## config.mk

```make
export PLATFORM = sky130hd
export DESIGN_NAME = square_spiral_index_to_xy_core
export DESIGN_NICKNAME = d
export VERILOG_FILES = /design/src/hw/rtl/ssxy_pkg.sv /design/src/hw/rtl/ssxy_front.sv /design/src/hw/rtl/ssxy_queue.sv /design/src/hw/rtl/ssxy_back.sv /design/src/hw/rtl/square_spiral_index_to_xy_core.sv
export SDC_FILE = /design/constraint.sdc
export NUM_CORES = 2
export LEC_CHECK = 0
export ABC_CLOCK_PERIOD_IN_PS = 19300
export BUFFER_PORTS_ARGS = -buffer_cell sky130_fd_sc_hd__buf_2
export CAP_MARGIN = 20
export CORE_MARGIN = 1.5
export CORE_UTILIZATION = 60
export DETAILED_ROUTE_END_ITERATION = 7
export PLACE_DENSITY = 0.84
export RECOVER_POWER = 100
export SYNTH_ARGS = -nofsm -noshare
export SYNTH_HDL_FRONTEND = slang
export SYNTH_HIERARCHICAL = 1
export SYNTH_SLANG_ARGS = --single-unit
```

## constraint.sdc

```tcl
create_clock -name clk_i -period 19.3 [get_ports clk_i]
set_input_delay 1.93 -clock clk_i [delete_from_list [all_inputs] [get_ports clk_i]]
set_output_delay 1.93 -clock clk_i [all_outputs]
set_load 0.005 [all_outputs]
```

## src/hw/rtl/ssxy_pkg.sv

```systemverilog
// shared constants and types for the square spiral index to coordinate block
// no dependencies
`default_nettype none

package ssxy_pkg;

  localparam int INDEX_BITS  = 31;
  localparam int ROOT_BITS   = (INDEX_BITS + 1) / 2;
  localparam int PAD_BITS    = 2 * ROOT_BITS;
  localparam int REM_BITS    = ROOT_BITS + 2;
  localparam int DIFF_BITS   = ROOT_BITS + 3;
  localparam int COORD_BITS  = 18;
  localparam int WORK_BITS   = COORD_BITS + 1;
  localparam int STAGES      = ROOT_BITS;
  localparam int QUEUE_DEPTH = 4;
  localparam int QPTR_BITS   = (QUEUE_DEPTH > 1) ? $clog2(QUEUE_DEPTH) : 1;
  localparam int QCNT_BITS   = $clog2(QUEUE_DEPTH + 1);

  typedef struct packed {
    logic [ROOT_BITS:0]            r_near;
    logic signed [DIFF_BITS-1:0]   diff;
  } spiral_job_t;

endpackage

`default_nettype wire

```

## src/hw/rtl/ssxy_front.sv

```systemverilog
// front end: accepts index beats, pipelined exact square root, rounding to nearest
// depends on ssxy_pkg
`default_nettype none

module ssxy_front (
  input  logic                                clk_i,
  input  logic                                rst_ni,
  input  logic                                valid_i,
  output logic                                stall_o,
  input  logic [ssxy_pkg::INDEX_BITS-1:0]     point_index_i,
  input  logic                                q_full_i,
  output logic                                push_o,
  output ssxy_pkg::spiral_job_t               push_job_o
);

  localparam int STAGES    = ssxy_pkg::STAGES;
  localparam int PAD_BITS  = ssxy_pkg::PAD_BITS;
  localparam int REM_BITS  = ssxy_pkg::REM_BITS;
  localparam int ROOT_BITS = ssxy_pkg::ROOT_BITS;
  localparam int DIFF_BITS = ssxy_pkg::DIFF_BITS;

  logic                 adv;
  logic                 st_valid [STAGES+1];
  logic [PAD_BITS-1:0]  st_n     [STAGES+1];
  logic [REM_BITS-1:0]  st_rem   [STAGES+1];
  logic [ROOT_BITS-1:0] st_root  [STAGES+1];

  assign adv     = !q_full_i;
  assign stall_o = !adv;

  assign st_valid[0] = valid_i;
  assign st_n[0]     = PAD_BITS'(point_index_i);
  assign st_rem[0]   = '0;
  assign st_root[0]  = '0;

  for (genvar s = 0; s < STAGES; s++) begin : g_stage
    logic [REM_BITS-1:0]  acc;
    logic [REM_BITS-1:0]  trial;
    logic                 ge;
    logic                 valid_q;
    logic [PAD_BITS-1:0]  n_q;
    logic [REM_BITS-1:0]  rem_q;
    logic [ROOT_BITS-1:0] root_q;

    assign acc   = {st_rem[s][REM_BITS-3:0], st_n[s][PAD_BITS-1 -: 2]};
    assign trial = {st_root[s], 2'b01};
    assign ge    = (acc >= trial);

    always_ff @(posedge clk_i or negedge rst_ni) begin
      if (!rst_ni) begin
        valid_q <= 1'b0;
      end else if (adv) begin
        valid_q <= st_valid[s];
      end
    end

    always_ff @(posedge clk_i) begin
      if (adv) begin
        n_q    <= st_n[s] << 2;
        rem_q  <= ge ? (acc - trial) : acc;
        root_q <= {st_root[s][ROOT_BITS-2:0], ge};
      end
    end

    assign st_valid[s+1] = valid_q;
    assign st_n[s+1]     = n_q;
    assign st_rem[s+1]   = rem_q;
    assign st_root[s+1]  = root_q;
  end

  // round to nearest root, offset from its square
  logic                        round_up;
  logic [REM_BITS-1:0]         root_ext;
  logic signed [DIFF_BITS-1:0] rem_s;
  logic signed [DIFF_BITS-1:0] twice_root;

  assign root_ext   = REM_BITS'(st_root[STAGES]);
  assign round_up   = (st_rem[STAGES] > root_ext);
  assign rem_s      = $signed(DIFF_BITS'(st_rem[STAGES]));
  assign twice_root = $signed(DIFF_BITS'({st_root[STAGES], 1'b0}));

  assign push_o            = adv && st_valid[STAGES];
  assign push_job_o.r_near = (ROOT_BITS+1)'(st_root[STAGES]) + (ROOT_BITS+1)'(round_up);
  assign push_job_o.diff   = round_up ? (rem_s - twice_root - DIFF_BITS'(1)) : rem_s;

endmodule

`default_nettype wire

```

## src/hw/rtl/ssxy_queue.sv

```systemverilog
// short job queue between the root pipeline and the coordinate stage
// depends on ssxy_pkg
`default_nettype none

module ssxy_queue (
  input  logic                    clk_i,
  input  logic                    rst_ni,
  input  logic                    push_i,
  input  ssxy_pkg::spiral_job_t   push_job_i,
  output logic                    full_o,
  input  logic                    pop_i,
  output logic                    valid_o,
  output ssxy_pkg::spiral_job_t   job_o
);

  localparam int DEPTH     = ssxy_pkg::QUEUE_DEPTH;
  localparam int PTR_BITS  = ssxy_pkg::QPTR_BITS;
  localparam int CNT_BITS  = ssxy_pkg::QCNT_BITS;

  ssxy_pkg::spiral_job_t entry_q [DEPTH];
  logic [PTR_BITS-1:0]   wr_ptr_q, wr_ptr_d;
  logic [PTR_BITS-1:0]   rd_ptr_q, rd_ptr_d;
  logic [CNT_BITS-1:0]   count_q, count_d;
  logic                  do_pop;

  assign full_o  = (count_q == CNT_BITS'(DEPTH));
  assign valid_o = (count_q != '0);
  assign job_o   = entry_q[rd_ptr_q];
  assign do_pop  = pop_i && valid_o;

  always_comb begin
    wr_ptr_d = wr_ptr_q;
    rd_ptr_d = rd_ptr_q;
    count_d  = count_q;
    if (push_i) begin
      wr_ptr_d = (wr_ptr_q == PTR_BITS'(DEPTH - 1)) ? '0 : wr_ptr_q + PTR_BITS'(1);
    end
    if (do_pop) begin
      rd_ptr_d = (rd_ptr_q == PTR_BITS'(DEPTH - 1)) ? '0 : rd_ptr_q + PTR_BITS'(1);
    end
    if (push_i && !do_pop) begin
      count_d = count_q + CNT_BITS'(1);
    end else if (do_pop && !push_i) begin
      count_d = count_q - CNT_BITS'(1);
    end
  end

  always_ff @(posedge clk_i or negedge rst_ni) begin
    if (!rst_ni) begin
      wr_ptr_q <= '0;
      rd_ptr_q <= '0;
      count_q  <= '0;
    end else begin
      wr_ptr_q <= wr_ptr_d;
      rd_ptr_q <= rd_ptr_d;
      count_q  <= count_d;
    end
  end

  always_ff @(posedge clk_i) begin
    if (push_i) begin
      entry_q[wr_ptr_q] <= push_job_i;
    end
  end

endmodule

`default_nettype wire

```

## src/hw/rtl/ssxy_back.sv

```systemverilog
// back end: corner point plus offset, registered output beat
// depends on ssxy_pkg
`default_nettype none

module ssxy_back (
  input  logic                                   clk_i,
  input  logic                                   rst_ni,
  input  logic                                   q_valid_i,
  input  ssxy_pkg::spiral_job_t                  q_job_i,
  output logic                                   q_pop_o,
  output logic                                   valid_o,
  input  logic                                   stall_i,
  output logic signed [ssxy_pkg::COORD_BITS-1:0] coord_x_o,
  output logic signed [ssxy_pkg::COORD_BITS-1:0] coord_y_o
);

  localparam int WORK_BITS  = ssxy_pkg::WORK_BITS;
  localparam int COORD_BITS = ssxy_pkg::COORD_BITS;

  logic                        load;
  logic                        odd;
  logic                        neg;
  logic signed [WORK_BITS-1:0] k;
  logic signed [WORK_BITS-1:0] dw;
  logic signed [WORK_BITS-1:0] x_w, y_w;
  logic                        valid_q;
  logic [COORD_BITS-1:0]       x_q, y_q;

  assign load    = q_valid_i && (!valid_q || !stall_i);
  assign q_pop_o = load;

  assign odd = q_job_i.r_near[0];
  assign neg = q_job_i.diff[ssxy_pkg::DIFF_BITS-1];
  assign k   = $signed(WORK_BITS'(q_job_i.r_near >> 1));
  assign dw  = WORK_BITS'(q_job_i.diff);

  always_comb begin
    if (odd) begin
      x_w = neg ? k : (k - dw);
      y_w = neg ? (k + WORK_BITS'(1) + dw) : (k + WORK_BITS'(1));
    end else begin
      x_w = neg ? -k : (dw - k);
      y_w = neg ? (-k - dw) : -k;
    end
  end

  always_ff @(posedge clk_i or negedge rst_ni) begin
    if (!rst_ni) begin
      valid_q <= 1'b0;
    end else begin
      valid_q <= load || (valid_q && stall_i);
    end
  end

  always_ff @(posedge clk_i) begin
    if (load) begin
      x_q <= x_w[COORD_BITS-1:0];
      y_q <= y_w[COORD_BITS-1:0];
    end
  end

  assign valid_o   = valid_q;
  assign coord_x_o = $signed(x_q);
  assign coord_y_o = $signed(y_q);

endmodule

`default_nettype wire

```

## src/hw/rtl/square_spiral_index_to_xy_core.sv

```systemverilog
// top level of the square spiral index to (x, y) block
// depends on ssxy_pkg, ssxy_front, ssxy_queue, ssxy_back
//
// input channel: valid_i / stall_o with point_index_i; a beat is taken when
// valid_i is high and stall_o low
// output channel: valid_o / stall_i with signed coord_x_o and coord_y_o, one
// beat out for every beat in, in order
// an input beat passes through the square root pipeline, one root bit per stage,
// then through the queue and the output register
// throughput: one beat per cycle while the output is not stalled
// a stalled output holds its beat; the four-entry queue then fills and stall_o
// rises once it is full, freezing the root pipeline in place
// reset empties the pipeline, queue and output register; no clearing pass
`default_nettype none

module square_spiral_index_to_xy_core (
  input  logic                                   clk_i,
  input  logic                                   rst_ni,
  input  logic                                   valid_i,
  output logic                                   stall_o,
  input  logic [ssxy_pkg::INDEX_BITS-1:0]        point_index_i,
  output logic                                   valid_o,
  input  logic                                   stall_i,
  output logic signed [ssxy_pkg::COORD_BITS-1:0] coord_x_o,
  output logic signed [ssxy_pkg::COORD_BITS-1:0] coord_y_o
);

  logic                  q_full;
  logic                  push;
  ssxy_pkg::spiral_job_t push_job;
  logic                  q_valid;
  logic                  q_pop;
  ssxy_pkg::spiral_job_t q_job;

  ssxy_front u_front (
    .clk_i         (clk_i),
    .rst_ni        (rst_ni),
    .valid_i       (valid_i),
    .stall_o       (stall_o),
    .point_index_i (point_index_i),
    .q_full_i      (q_full),
    .push_o        (push),
    .push_job_o    (push_job)
  );

  ssxy_queue u_queue (
    .clk_i      (clk_i),
    .rst_ni     (rst_ni),
    .push_i     (push),
    .push_job_i (push_job),
    .full_o     (q_full),
    .pop_i      (q_pop),
    .valid_o    (q_valid),
    .job_o      (q_job)
  );

  ssxy_back u_back (
    .clk_i     (clk_i),
    .rst_ni    (rst_ni),
    .q_valid_i (q_valid),
    .q_job_i   (q_job),
    .q_pop_o   (q_pop),
    .valid_o   (valid_o),
    .stall_i   (stall_i),
    .coord_x_o (coord_x_o),
    .coord_y_o (coord_y_o)
  );

endmodule

`default_nettype wire

```

==> out/qor.txt <==
top_reg_cell synth - edfxtp_1
Residual DRC - 0
drt first pass iters - 8
Iteration-0 DRC Markers - 2023
synthesized area - 41770 um^2
asr flop ratio synth - 2.941%
final cycle utilization of the critical path - 49.69%
most common cell in the netlist - edfxtp_1
Area growth, synth to finish - 9.079%
Fillers - 4925
count of buffers from port buffering - 72
largest net degree at the start of global routing - 210
routed wire length - 78730 um
vias in the first global route - 25192
global-route wire length before repair - 126500 um
CTS root buf - clkbuf_16
relative slew slack - -214.4%
die area - 71210 um^2
violations in the final reports - capacitance limit, slew limit
H-tree depth - 3
layout cells sized above 1 - 8.522%
post-CTS setup buffer count - 0
top cells by area, synth - edfxtp_1 57%, ha_1 7.7%, xnor2_1 3.8%, mux4_2 2.5%, xor2_1 2.3%
commonest cells in the netlist - 792 x edfxtp_1, 258 x ha_1, 243 x inv_1
io pins - 73
critical path arrival - 9550 ps
syn_nets - 3577
core box area - 68710 um^2
Routed WL per cell - 17.97 um
Setup TNS - 0 ps
CP Class - flip-flop to flip-flop
status - complete, but fails checks
Final Max Slew Viols - 744
nature of the critical path endpoint - flip-flop
initial antenna violation count - 0
clock buffer depth - 3
Post-Synthesis Cells - 3278
Ys Warns - 6
max-cap viol count - 15
library cells used by synthesis - 100
Synth Register Bits - 816
n_diodes - 0
Die Width - 266.9 um
largest area contributor in the netlist - edfxtp_1
post-CTS sizing - 0
unrepaired setup endpoints after global routing - no
Final Hold Violating Endpoints - 0
Num CTS Buffers - 84
Post-synth EDFFs - 792
Final ANT Viol Nets - 0
Highest Clock Rate - 104.3 MHz
total global-route track usage - 22.27%
DR vias - 25607
Critical Path RT - 19260 ps
Setup violations, final - 0
Clock transition at path regs - 60 ps
GPL Wtd Cong - 0.9130
Hold WC Path Type - flip-flop to flip-flop
cts hold-fix bufs - 0
gr ovfl total - 0
CTS tree - built
die height - 266.9 um
Initial Util - 60.80%
Sink Count - 816
Row Count - 96
min cycle time layout - 9589 ps
multi-input logic area - 15960 um^2
fin nets - 3683
DPL Wire Length - 54010 um
Clock Latency Late Sink - 650 ps
register area - 24380 um^2
share of the synthesized area in the top cell type - 56.94%
routed vias/inst - 5.845
Worst Skew - 33.37 ps
startpoint types - flip-flop
Least-Margin Pin Slew - 4690 ps
mean post-synth cell area - 12.74 um^2
crit path max fanout - 120
register area share after synthesis - 58.38%
## critical path: stages, from the launching register on
cell        delay (ps)
dfrtp_1            430
nor3b_1            220
clkbuf_1           730
clkinvlp_2        3850
clkbuf_1          2190
clkbuf_1          1370
## cell usage in the layout (no fill, tap or decap), drive strengths merged, types with 27 or more instances in the layout
cell type / synthesis / final
buf: 40 / 49
xor2: 110 / 110
a31oi: 27 / 27
mux4: 48 / 48
a21oi: 190 / 190
nand2b: 53 / 53
ha: 258 / 258
a21o: 79 / 79
clkbuf: 32 / 139
nor2b: 38 / 38
nor3: 83 / 83
mux2: 50 / 50
nor2: 207 / 207
nand4: 33 / 33
o21a: 46 / 46
o21ai: 161 / 161
nand2: 202 / 202
nand3: 51 / 51
xnor2: 182 / 182
inv: 246 / 251
edfxtp: 792 / 792
clkinv: 3 / 41
## cell type report
class                      count  area share [%]
tap                          931           2.557
inverter                     249           2.060
clock inverter                56           1.181
timing repair buffer          92          0.9337
clock buffer                  96           4.712
sequential                   816           53.52
multi-input combinational   2141           35.04
## flip-flops by register name (all words and copies together) (netlist names)
register                 count
u_front/g_stage.n_q        240
u_front/g_stage.rem_q      236
u_queue/entry_q            144
u_front/g_stage.root_q     136
u_back/coord_x_o            18
u_back/coord_y_o            18
u_front/g_stage.valid_q     16
u_queue/count_q              3
u_queue/rd_ptr_q             2
u_queue/wr_ptr_q             2
u_back/valid_o               1
## cell families (layout without fill, tap and decap cells)
| group | count (synthesis) | count (layout) | synth area share, % |
|---|---|---|---|
| flops | 816 | 816 | 58.38 |
| simple gates | 801 | 801 | 9.570 |
| compound gates | 661 | 661 | 10.19 |
| buf+inv | 321 | 493 | 3.190 |
| xor+xnor | 292 | 292 | 6.123 |
| fa+ha+maj | 264 | 264 | 8.016 |
| mux | 122 | 122 | 4.529 |
| other cells | 1 | 1 | 0.008978 |
## worst paths after layout
kind	start	end	slack [ps]	depth (start not counted)
max	u_queue/count_q[0]$_DFFE_PN0P_	u_front/g_stage[2].n_q[16]$_DFFE_PN_	9710	5
min	u_front/g_stage[4].n_q[20]$_DFFE_PN_	u_front/g_stage[5].n_q[22]$_DFFE_PN_	410	0
max reg2reg	u_queue/count_q[0]$_DFFE_PN0P_	u_front/g_stage[2].n_q[16]$_DFFE_PN_	9710	5
min reg2reg	u_front/g_stage[4].n_q[20]$_DFFE_PN_	u_front/g_stage[5].n_q[22]$_DFFE_PN_	410	0
max in group asynchronous	rst_ni	u_queue/rd_ptr_q[0]$_DFFE_PN0P_	16830	1
min in group asynchronous	rst_ni	u_front/g_stage[5].valid_q$_DFFE_PN0N_	1570	1
## routing by layer
metal  wire, um  part of all wire (%)  track usage, %  vias to the layer above
met5          0                     0               0                        -
met4       2482                   3.2           7.955                        0
met3       4013                   5.1           3.598                      169
met2      40460                    51           39.53                      729
met1      31780                    40           27.52                    12330
li1           -                     -               -                    12379
## through the flow
stage / area [um^2] / hold WS [ps] / setup WS (ps) / std cells / util [%]
floorplan: 41770 / 400.3 / 5592 / 3278 / -
global placement: 43080 / 400.2 / 14160 / 4228 / 62.71
detailed placement: 43080 / 404.5 / 14050 / 4228 / 62.71
CTS: 45770 / 413.7 / 14030 / 4380 / 66.62
global route: 45560 / 417.5 / 8429 / 4381 / 66.32
finish: 45560 / 412.1 / 9711 / 4381 / 66.32
Power is left out: the tool's default activity adds up to more than one toggle a clock period on the data nets, which glitch-free logic cannot reach.
